## config.mk

```make
export PLATFORM = sky130hd
export DESIGN_NAME = sac_ctrl
export DESIGN_NICKNAME = d
export VERILOG_FILES = /design/src/sac_pkg.sv /design/src/sac_ctrl.sv
export SDC_FILE = /design/constraint.sdc
export NUM_CORES = 1
export LEC_CHECK = 0
export ABC_AREA = 1
export BUFFER_PORTS_ARGS = -buffer_cell sky130_fd_sc_hd__buf_4
export CAP_MARGIN = 15
export CORE_AREA = 3 3 40 42
export DETAILED_ROUTE_END_ITERATION = 7
export DIE_AREA = 0 0 43 45
export PLACE_DENSITY = 0.6
export SYNTH_ARGS = -nofsm -noshare
export SYNTH_HDL_FRONTEND = slang
export SYNTH_SLANG_ARGS = --single-unit
```

## constraint.sdc

```tcl
create_clock -name clk -period 4.2 [get_ports clk]
set_clock_uncertainty 0.2 [all_clocks]
set_input_delay 0.21 -clock clk [delete_from_list [all_inputs] [get_ports clk]]
set_output_delay 0.21 -clock clk [all_outputs]
set_load 0.02 [all_outputs]
```

## src/sac_pkg.sv

```systemverilog
// Shared types and constants for the set-associative cache hit/miss classifier.
// Used by the controller, the datapath, the divider and the top level.
package sac_pkg;

  localparam int ADDR_W       = 31;
  localparam int ENT_W        = 12;
  localparam int WAYS_W       = 4;
  localparam int CFG_IDX_W    = 1;
  localparam int STEP_W       = 5;
  localparam int DEF_MAX_SETS = 256;
  localparam int DEF_MAX_WAYS = 8;

  localparam logic [CFG_IDX_W-1:0] REG_ENTRIES = 1'b0;
  localparam logic [CFG_IDX_W-1:0] REG_WAYS    = 1'b1;

  localparam logic [ENT_W-1:0]  ENTRIES_RESET = 12'd8;
  localparam logic [WAYS_W-1:0] WAYS_RESET    = 4'd1;

  localparam logic [STEP_W-1:0] SETS_STEPS = STEP_W'(ENT_W);
  localparam logic [STEP_W-1:0] TAG_STEPS  = STEP_W'(ADDR_W);

  typedef struct packed {
    logic clear_wr;
    logic load_in;
    logic start_sets;
    logic take_sets;
    logic start_tag;
    logic take_tag;
    logic rd;
    logic check;
    logic next_way;
    logic fill;
    logic load_out;
  } dp_cmd_t;

  typedef struct packed {
    logic clear_last;
    logic div_busy;
    logic match;
    logic last_way;
    logic out_free;
  } dp_status_t;

endpackage

```

## src/sac_ctrl.sv

```systemverilog
// Sequencing state machine: clearing pass, divisions, way probes, fill, result.
// Depends on sac_pkg for the command and status structs.
module sac_ctrl (
  input  logic                clk,
  input  logic                rst,
  input  logic                in_valid,
  output logic                in_ready,
  output sac_pkg::dp_cmd_t    cmd,
  input  sac_pkg::dp_status_t status
);
  import sac_pkg::*;

  localparam logic [3:0] ST_CLEAR     = 4'd0;
  localparam logic [3:0] ST_IDLE      = 4'd1;
  localparam logic [3:0] ST_SETS      = 4'd2;
  localparam logic [3:0] ST_SETS_WAIT = 4'd3;
  localparam logic [3:0] ST_TAG       = 4'd4;
  localparam logic [3:0] ST_TAG_WAIT  = 4'd5;
  localparam logic [3:0] ST_READ      = 4'd6;
  localparam logic [3:0] ST_CHECK     = 4'd7;
  localparam logic [3:0] ST_FILL      = 4'd8;
  localparam logic [3:0] ST_DONE      = 4'd9;

  logic [3:0] state;
  logic [3:0] state_next;

  always_ff @(posedge clk) begin
    if (rst) begin
      state <= ST_CLEAR;
    end else begin
      state <= state_next;
    end
  end

  assign in_ready = (state == ST_IDLE);

  always_comb begin
    cmd        = '0;
    state_next = state;
    case (state)
      ST_CLEAR: begin
        cmd.clear_wr = 1'b1;
        if (status.clear_last) begin
          state_next = ST_IDLE;
        end
      end
      ST_IDLE: begin
        if (in_valid) begin
          cmd.load_in = 1'b1;
          state_next  = ST_SETS;
        end
      end
      ST_SETS: begin
        cmd.start_sets = 1'b1;
        state_next     = ST_SETS_WAIT;
      end
      ST_SETS_WAIT: begin
        if (!status.div_busy) begin
          cmd.take_sets = 1'b1;
          state_next    = ST_TAG;
        end
      end
      ST_TAG: begin
        cmd.start_tag = 1'b1;
        state_next    = ST_TAG_WAIT;
      end
      ST_TAG_WAIT: begin
        if (!status.div_busy) begin
          cmd.take_tag = 1'b1;
          state_next   = ST_READ;
        end
      end
      ST_READ: begin
        cmd.rd     = 1'b1;
        state_next = ST_CHECK;
      end
      ST_CHECK: begin
        cmd.check = 1'b1;
        if (status.match) begin
          state_next = ST_DONE;
        end else if (status.last_way) begin
          state_next = ST_FILL;
        end else begin
          cmd.next_way = 1'b1;
          state_next   = ST_READ;
        end
      end
      ST_FILL: begin
        cmd.fill   = 1'b1;
        state_next = ST_DONE;
      end
      ST_DONE: begin
        if (status.out_free) begin
          cmd.load_out = 1'b1;
          state_next   = ST_IDLE;
        end
      end
      default: begin
        state_next = ST_CLEAR;
      end
    endcase
  end

endmodule

```

## Word level (Yosys, flattened, before mapping)

Index checks and enable logic that the tools add are counted.

| word-level totals | value |
|---|---|
| register bits | 4 |
| output and inout bits | 12 |
| word-level logic and storage cells | 40 |

| cells by class | value |
|---|---|
| equal/unequal tests | 14 |
| mux-type cells | 23 |
| reductions and logical operators | 2 |

Operator list:

| cell | count |
|---|---|
| one-hot mux 4 bit (10 select lines) | 1 |
| 2-to-1 mux 4 bit | 7 |
| equality test 4 x 3 -> 1 bit (second input constant) | 4 |
| 2-to-1 mux 1 bit | 14 |
| != test 2 bit (second input constant) | 5 |
| equality test 4 x 2 -> 1 bit (second input constant) | 2 |
| equality test 4 bit (second input constant) | 2 |
| AND reduction 5 bit | 1 |
| equality test 4 x 1 -> 1 bit (second input constant) | 1 |
| zero test 4 bit | 1 |
| 2-to-1 mux 2 bit | 1 |

## Logic depth before layout (Yosys ltp)

Gate-level depths: netlist of the first run.

| logic depth | value |
|---|---|
| depth after elaboration | 3 |
| mapped depth | 9 |
| depth with buffers taken out | 9 |

## Worst setup path before layout of the first run

Ideal clock, no wire load.

| timing | value |
|---|---|
| kind | register -> register |
| from | register state[1] |
| to | register state[0] |
| setup time | 0.062 ns |
| arrival time | 1.252 ns |
| required time | 3.938 ns |
| path slack | 2.686 ns |
| stages on the path, launching flop included | 9 |
| buffers on the path | 0 |
| period minus slack after synthesis | 1.514 ns |
| cells stage by stage | dfxtp_1 nand2_1 nor2_1 nand2_1 nand3_1 nand2_1 nand2_1 nand2_1 nor2_2 |

| on the way | value |
|---|---|
| word-level cells in the longest chain between the ends | 3 |
| elaborated cells on any way between the ends | 17 |
| those cells by class | eq/ne: 14; mux: 1; reduce/logical: 2 |

RTL lines:

| item | line | source |
|---|---|---|
| start: declaration | sac_ctrl.sv:24 | `logic [3:0] state;` |
| start signal: assignment | sac_ctrl.sv:31 | `state <= state_next;` |
| equality test 4 x 2 -> 1 bit (tied with other cells) | sac_ctrl.sv:40 | `case (state)` |
| != test 2 bit (no source line) | - |  |
| AND reduction 5 bit (no source line) | - |  |

Parallel ways exist; a longest one is shown, timed or not.
A chain may end at the register's enable or synchronous reset.

==> results.md, run 1 <==
- Cell taking the most area after synthesis: dfxtp_1
- CTS root buffer: clkbuf_4
- Share of cells above drive strength 1: 35.4%
- Vias per cell: 4.42
- RSZ-0062 raised after global routing: false
- DR WL/cell: 9.25 µm
- Cell variety after synth: 16
- Yosys warning count: 0
- Remaining DRCs: 0
- Sequential share of the synthesized area: between 10% and 20%
- Outcome: finished clean
- Worst-skew pair later-pin latency: 0.23 ns
- Drt total wl: 1050 µm
- Slew headroom: between 80% and 90%
- Nets: 109
- Final Hold Viols: 0
- DIE HEIGHT: 45 µm
- Diode count: 0
- Post-CTS Setup Bufs: 0
- Int Power: 155 µW
- Area Growth Syn to Fin: 45.2%
- Yosys top cell area share: 19.7%
- Initial DRC Count: 16
- WP data arrival: 1.24 ns
- Core Region: roughly 0.0013 mm²
- Netlist Area Pre-Place: a little over 400 µm²
- R2R Setup Slk: 2.68 ns
- End of the worst register-to-register path: state[2]$_SDFFE_PP0P_
- Via count: roughly 500
- Post-CTS sizing: 0
- IO Port Bufs: 19
- Final setup TNS: 0 ns
- Worst setup path endpoint: cmd[9]
- Hpwl dp: 898 µm
- Core Util, Final: 46.0%
- DIE WIDTH: 43 µm
- EDFF count, synth: 0
- Worst Setup End Kind: output pin
- Worst Path Required: 3.79 ns
- Initial antenna violation count: 0
- Peak per-stage delay on the critical path: just under 0.4 ns
- Clk network pwr share: 15.6%
- Largest net degree at the start of global routing: 9
- Row Count: 13
- Critical Path Source Type: flip-flop
- Compound-Gate Fraction of Synth Area: 5.85%
- Starting Density: 31.6%
- Sw Share: 49.0%
- Largest fanout on the critical path: 5
- Synth Instances: a little under 80
- DR pass1 iterations: 4
- # setup viols final: 0
- ANT nets after route: 0
- Worst min-delay path class: input pin to flip-flop
- Largest regs: state: 4 flops
- Total Die Area: about 0.0019 mm²
- Adder-Cell Fraction of Synth Area: 0%
- Reg clk slew, reported paths: 0.04 ns
- Fmax: 606 MHz
- Number of synthesized register bits: 4
- Net Count, Synth: 85
- Max Slew Vio Count: 0
- Cell family with most CP delay: simple AND/OR/NAND/NOR gates
- Switching pwr: ~150 µW
- Top reg by flops: state
- Min Tclk post-route: 1.65 ns
- CP Class: flip-flop to output pin
- WP buf/inv: 2
- GPL Wtd Cong: 0.797
- Synth Flop Type: dfxtp_1
- R2R cell count: 6
- Worst-Margin Slew: 0.288 ns
- P per Cell Area: about 520 mW/mm²
- First-pass GRT wire length: 1870 µm
- I/O pin count: 20
- Worst reg2reg path startpoint: state[1]$_SDFFE_PP0P_
- Max H-tree Level: 1
- Portion of netlist area occupied by mux cells: 0%
- Total track usage: 12.4%
- GR Overflow Total: 0
- Worst Setup SP: state[0]$_SDFFE_PP0P_
- Post-Synth XOR/XNOR Area: 0%
- Simple-gate share of the synthesized area: 59.7%
- Number of max-cap violations: 0
- Vias in the first global route: roughly 460
- CP max stage cell: dfxtp_1
- Leakage power: 0.000372 µW
- Commonest cells in the netlist: 19 x nand2_1, 14 x nor2_1, 13 x inv_1, 8 x nand3_1, 5 x nor2_2
- Top-count cell post-synth: nand2_1
- CTS tree: yes
- Cells taking the most area after synthesis: dfxtp_1 20%, nand2_1 18%, nor2_1 13%
- Cts hold-fix bufs: 0
- Fin crit share: 39.3%
- Gate power share: 62.5%
- WP depth: 5
- VDD IR max: 0.221 mV
- Clock tree buffer depth: 2
- Async S/R FF share, synth: 0%
- Syn_area_per_cell: 5.28 µm²
- Seq pwr share: ~22%
- Max reg flops: 4
- Clk sink count: 4
- Largest family of logic cells by synthesized area: simple AND/OR/NAND/NOR gates
- Cells along the critical path: inv_2, nor2_2, nand2_1, nor2_1, buf_4
- Num CTS Buffers: 3
## logic make-up (layout without fill, tap and decap cells)
group                  Yosys count  in the layout
AO/OA/AOI/OAI                    4              4
buffers and inverters           16             38
AND/OR/NAND/NOR                 53             53
flip-flops                       4              4
## placed cells by master, fill, tap and decap left out, drive strengths merged
cell,n
o21ai,3
nand3,9
nand3b,1
or2,1
nor2,19
nand2,21
nor3,1
buf,19
inv,16
a21oi,1
clkbuf,3
and2,1
dfxtp,4
## final cells by class
type                    count  area, µm²
fillers                   145        694
multi-input cells          57        267
repair buffers             19        143
flip-flops and latches      4       80.1
inverters                  16       60.1
clock buffers               3       22.5
well taps                  15       18.8
## tightest hold or removal path, stage by stage
cell     delay (ns)
buf_4          0.07
inv_1          0.06
nand2_1        0.07
inv_1          0.03
## power by group through the flow
| stage | registers (µW) | logic (µW) | clock network, µW |
|---|---|---|---|
| after floorplan | 62.4 | 136 | 0 |
| after global placement | 66.8 | 194 | 0 |
| after detailed placement | 66.6 | 192 | 0 |
| after CTS | 65.9 | 193 | 49.5 |
| after global routing | 68.6 | 217 | 51.7 |
| final | 66.6 | 190 | 47.6 |
## worst min path at each step
stage,start,endpoint,slack [ns],cells past startpoint
after floorplan,rst,state[3]$_SDFFE_PP0P_,0.19,3
after global placement,rst,state[3]$_SDFFE_PP0P_,0.30,4
after detailed placement,rst,state[2]$_SDFFE_PP0P_,0.30,4
after CTS,rst,state[2]$_SDFFE_PP0P_,0.06,4
after global routing,rst,state[2]$_SDFFE_PP0P_,0.08,4
final,rst,state[3]$_SDFFE_PP0P_,0.06,4
## routing by layer
layer	track usage (%)	routed length [µm]
met1	15.7	484
met2	20.7	534
met3	2.39	35
met4	5.42	0
met5	0	0
## through the flow
step                      total power (µW)  std cells  worst slack (ns)  hold WS, ns  area (µm²)
after floorplan                        199         77              2.69        0.187         407
after global placement                 260        111              2.70        0.297         568
after detailed placement               258        111              2.70        0.303         568
after CTS                              308        114              2.54       0.0558         591
after global routing                   337        114              2.43       0.0791         591
final                                  304        114              2.55       0.0604         591
Power figures use the tool's default switching activity.
==> inputs of run 2 (changes only) <==
- clock period: 4.2 -> 1.6 ns (I/O delays scaled with it)
==> results.md, run 2 (synthesis results as in run 1) <==
- Largest regs: state: 4 flops
- Gr busiest metal: met2
- Drt total wl: 984 µm
- # setup viols final: 0
- Diode count: 0
- Max reg flops: 4
- Core Region: 0.00128 mm²
- Final Hold Viols: 0
- CTS tree: yes
- ANT nets after route: 0
- Vias per cell: 4.27
- VDD IR max: 0.541 mV
- Min Tclk post-route: 1.50 ns
- Num CTS Buffers: 3
- Clk sink count: 4
- Placement Setup Slack: 0.136 ns
- Outcome: finished clean
- Number of max-cap violations: 0
- Worst Setup End Kind: output pin
- DR WL/cell: approximately 8.5 µm
- GPL Wtd Cong: roughly 0.8
- Via count: 495
- Slew headroom: 85.8%
- Row Count: 13
- Initial DRC Count: 13
- Area Growth Syn to Fin: 51.4%
- Max H-tree Level: 1
- Clk network pwr share: 15.0%
- Largest fanout on the critical path: 5
- First-pass GRT wire length: 1770 µm
- RSZ-0062 raised after global routing: false
- P per Cell Area: 1330 mW/mm²
- Worst Path Required: between 1 and 1.5 ns
- WP data arrival: 1.22 ns
- Met3 Usage GRT: 1.20%
- I/O pin count: 20
- Clock tree buffer depth: 2
- Max Slew Vio Count: 0
- Sw Share: approximately 48%
- Hpwl dp: ~860 µm
- Final setup TNS: 0 ns
- Starting Density: 31.6%
- Remaining DRCs: 0
- CP Class: flip-flop to output pin
- Fmax: 668 MHz
- Total track usage: 11.7%
- Worst-Margin Slew: 0.212 ns
- Leakage power: 0.000383 µW
- GRT met1 Usage: 15.4%
- Share of cells above drive strength 1: a little under two fifths
- Total Die Area: 0.00194 mm²
- Fin crit share: 93.6%
- Reg clk slew, reported paths: 0.04 ns
- Leading cell type in the layout, fill and taps excluded: buf_4
- Switching pwr: 391 µW
- Largest net degree at the start of global routing: 7
- Setup ws final: 0.102 ns
- DIE HEIGHT: 45 µm
- Met2 usage: 19.5%
- DIE WIDTH: roughly 43 µm
- Gate power share: 63.6%
- GR Overflow Total: 0
- Nets: 111
- Initial antenna violation count: 0
- Vias in the first global route: 468
- Worst min-delay path class: input pin to flip-flop
- Top reg by flops: state
- IO Port Bufs: 19
- Int Power: 427 µW
- Worst-skew pair later-pin latency: 0.23 ns
- DR pass1 iterations: 4
- Seq pwr share: 21.4%
- Critical Path Source Type: flip-flop
- CTS root buffer: clkbuf_4
- Most frequent cells in the layout: 20 x buf_4, 19 x nand2_1, 14 x nor2_1
[run 2: cell types whose count changed in the layout (fill, tap and decap cells not counted)]
cell,change
buf_4,+1
dfxtp_1,-2
dfxtp_2,+2
dlygate4sd3_1,+1
nor2_2,-1
nor2_4,+1
[run 2: power groups by stage]
stage,clock [µW],sequential [µW],combinational [µW]
detailed placement,0,170,515
global placement,0,172,524
global route,135,183,589
floorplan,0,164,358
finish,122,175,520
CTS,132,168,518
[run 2: worst paths after layout]
check                   startpoint  slack (ns)                     to  cells after the start
min                      status[3]        0.02  state[2]$_SDFFE_PP0P_                      6
min reg2reg  state[2]$_SDFFE_PP0P_        0.37  state[2]$_SDFFE_PP0P_                      4
max reg2reg  state[3]$_SDFFE_PP0P_        0.13  state[2]$_SDFFE_PP0P_                      7
max          state[3]$_SDFFE_PP0P_        0.10                 cmd[0]                      5
[run 2: critical path, stage by stage (launching register included)]
cell and delay, ns:
dfxtp_1 0.40, inv_1 0.08, nor2_1 0.17, nand2_1 0.09, nor2_1 0.10, buf_4 0.15
[run 2: per-stage QoR]
stage | area, µm² | utilization [%] | power, µW | hold WS (ns) | instances
detailed placement | 576 | 44.8 | 685 | 0.167 | 112
global route | 616 | 47.9 | 908 | 0.0674 | 116
finish | 616 | 47.9 | 817 | 0.0237 | 116
global placement | 576 | 44.8 | 696 | 0.165 | 112
CTS | 608 | 47.3 | 819 | 0.0233 | 116
floorplan | 407 | - | 521 | 0.0398 | 77
[run 2: layout make-up]
| type | count | area (µm²) |
|---|---|---|
| Clock buffer | 3 | 22.5 |
| Timing Repair Buffer | 21 | 160 |
| Sequential cell | 4 | 82.6 |
| Fill cell | 133 | 669 |
| Inverter | 16 | 60.1 |
| Multi-Input combinational cell | 57 | 272 |
| Tap cell | 15 | 18.8 |
[run 2: per-layer routing]
metal	share of wire (%)	vias to the layer above
met5	0	-
met4	0	0
met3	5.7	0
met2	49	12
met1	45	200
li1	-	283
[run 2: what timing repair did]
item                                    CTS  global route
hold endpoints to repair                  4             0
hold buffers                              1             0
gates resized for setup                   0             3
buffers inserted                          0             0
endpoints found under the setup margin    0             5
==> inputs of run 3 (changes only) <==
- ABC_AREA: 1 -> default
- PLACE_DENSITY: 0.6 -> 0.61
==> results.md, run 3 <==
- Max Slew Vio Count: 0
- Post-DP Area: 657 µm²
- Outcome: complete, but fails checks
- Cells along the critical path: or3_4, a211oi_4, a211oi_4, mux2_4
- Worst Path Required: 1.52 ns
- Largest regs: state: 4 flops
- Synth Flop Type: dfxtp_1
- Commonest cells in the netlist: 7 x nor2_1, 5 x nor3_1, 4 x buf_6, 4 x dfxtp_1, 4 x nor4_1
- Fmax: 595 MHz
- First-pass GRT wire length: 2100 µm
- Peak per-stage delay on the critical path: ~0.37 ns
- Total Die Area: approximately 0.0019 mm²
- # setup viols final: 2
- Net Count, Synth: between 60 and 70
- Most frequent cells in the layout: 29 x buf_4, 7 x nor2_1, 4 x nor4_2
- Nets: 95
- Cell family with most CP delay: compound AO/OA/AOI/OAI gates
- Top-count cell post-synth: nor2_1
- Num CTS Buffers: 3
- Initial DRC Count: 6
- Dpl cells: 95
- Diode count: 0
- Reg clk slew, reported paths: 0.04 ns
- RSZ-0062 raised after global routing: true
- Via count: 520
- CP max stage cell: or3_4
- Syn_area_per_cell: 7.85 µm²
- Final setup TNS: -0.121 ns
- WP buf/inv: 0
- Max H-tree Level: 1
- GR Overflow Total: 0
- WP data arrival: 1.60 ns
- Fin crit share: 105%
- DR pass1 iterations: 4
- Remaining DRCs: 0
- Largest net degree at the start of global routing: 9
- Filler instances: 117
- Drt total wl: 1270 µm
- Cells taking the most area after synthesis: dfxtp_1 19%, buf_6 11%, nor2_1 6.2%
- Share of cells above drive strength 1: between 60 and 70%
- Clk sink count: 4
- Largest fanout on the critical path: 4
- ANT nets after route: 0
- Failing checks: setup timing
- Critical Path Source Type: flip-flop
- Final Cell Area: just under 800 µm²
- Final Hold Viols: 0
- Number of max-cap violations: 0
- Gate power share: between 70% and 80%
- Clock tree buffer depth: 2
- Top reg by flops: state
- Netlist Area Pre-Place: 424 µm²
- Core Region: 0.00128 mm²
- Async S/R FF share, synth: 0%
- VDD IR max: 0.767 mV
- Finished Layout Cells: 100
- Synth Instances: 54
- Seq pwr share: 14.5%
- Number of synthesized register bits: 4
- CTS root buffer: clkbuf_4
- DIE HEIGHT: 45 µm
- Setup ws final: -0.0802 ns
- Int Power: between 600 and 700 µW
- P per Cell Area: roughly 1600 mW/mm²
- Leakage power: 0.000343 µW
- Yosys top cell area share: 18.9%
- Slew headroom: 70.2%
- Yosys warning count: 0
- GPL Wtd Cong: 0.750
- Total track usage: 14.2%
- Sw Share: between 40% and 50%
- Worst-skew pair later-pin latency: about 0.23 ns
- Cell taking the most area after synthesis: dfxtp_1
- DIE WIDTH: ~43 µm
- EDFF count, synth: 0
- Most frequent CP cell: a211oi_4
- Worst min-delay path class: input pin to flip-flop
- I/O pin count: 20
- Placement Setup Slack: -0.0940 ns
- Starting Density: 33.0%
- Min Tclk post-route: 1.68 ns
- Vias per cell: between 5 and 6
- Worst-Margin Slew: around 0.44 ns
- CTS tree: yes
- Initial antenna violation count: 0
- Cell variety after synth: 26
- Leading cell type in the layout, fill and taps excluded: buf_4
- Max reg flops: 4
- Switching pwr: 546 µW
- Row Count: 13
- Hpwl dp: 961 µm
- Sequential share of the synthesized area: 18.9%
- Clk network pwr share: between 9 and 10%
- Area Growth Syn to Fin: 82.0%
- Vias in the first global route: 512
- DR WL/cell: 12.7 µm
- IO Port Bufs: 19
- Worst Setup End Kind: flip-flop
- CP Class: flip-flop to flip-flop
run 3: changes by cell type in the layout (fill, tap and decap cells not counted), moves of 4 or more:
cell / previous run / this run
nor2_2: 4 / 0
nor4_2: 0 / 4
inv_1: 13 / 2
nand3_1: 8 / 1
buf_4: 20 / 29
nand2_1: 19 / 2
nor2_1: 14 / 7
run 3: power groups by stage:
stage          Combinational [µW]  Clock (µW)  Sequential (µW)
5_1_grt                      1000         131              186
6_report                      938         120              179
3_5_place_dp                  805           0              172
4_1_cts                       883         121              179
3_3_place_gp                  800           0              169
2_1_floorplan                 526           0              173
run 3: area by class of cell:
type                    instances  area, µm²  share of cell area, %
multi-input cells              43        378                   48.9
repair buffers                 33        262                   33.9
well taps                      15       18.8                   2.43
inverters                       2       7.51                  0.972
flip-flops and latches          4       83.8                   10.9
clock buffers                   3       22.5                   2.92
run 3: path summary, 6_finish.rpt:
path | slack [ns] | start | endpoint | depth (start not counted)
max reg2reg | -0.08 | state[0]$_SDFFE_PP0P_ | state[2]$_SDFFE_PP0P_ | 4
min | 0.03 | status[4] | state[0]$_SDFFE_PP0P_ | 4
min reg2reg | 0.44 | state[1]$_SDFFE_PP0P_ | state[1]$_SDFFE_PP0P_ | 3
max | -0.08 | state[0]$_SDFFE_PP0P_ | state[2]$_SDFFE_PP0P_ | 4
run 3: cell families (layout without fill, tap and decap cells):
group	Yosys count	after routing	share of synthesized area (%)
AO/OA/AOI/OAI	9	9	15.6
buffers and inverters	7	38	14.2
flip-flops	4	4	18.9
multiplexers	2	2	5.90
XOR/XNOR	1	1	2.07
AND/OR/NAND/NOR	31	31	43.4
run 3: what timing repair did:
item	CTS	global route
hold buffers	1	0
resized for setup	8	8
buffers inserted	1	0
setup endpoints to repair	7	11
endpoints found under the hold margin	3	0
gates cloned	0	0
pin swaps	0	2
run 3: layer usage:
metal  GRT usage, %  vias to the layer above  wire (µm)
li1               -                      257          -
met1           15.4                      240        467
met2           26.3                       19        697
met3           2.39                        4         76
met4           7.83                        0         25
met5              0                        -          0
run 3: worst min-delay path, cell delays in order:
cell     delay, ns
buf_4         0.12
inv_1         0.04
a21o_1        0.14
a21oi_2       0.04
run 3: stage by stage:
step                power (µW)  hold slack, ns  utilization (%)
detailed placement         977           0.178             51.1
global route              1320          0.0547             60.1
finish                    1240          0.0285             60.1
CTS                       1180          0.0292             56.9
floorplan                  698          0.0123                -
global placement           968           0.179             51.1
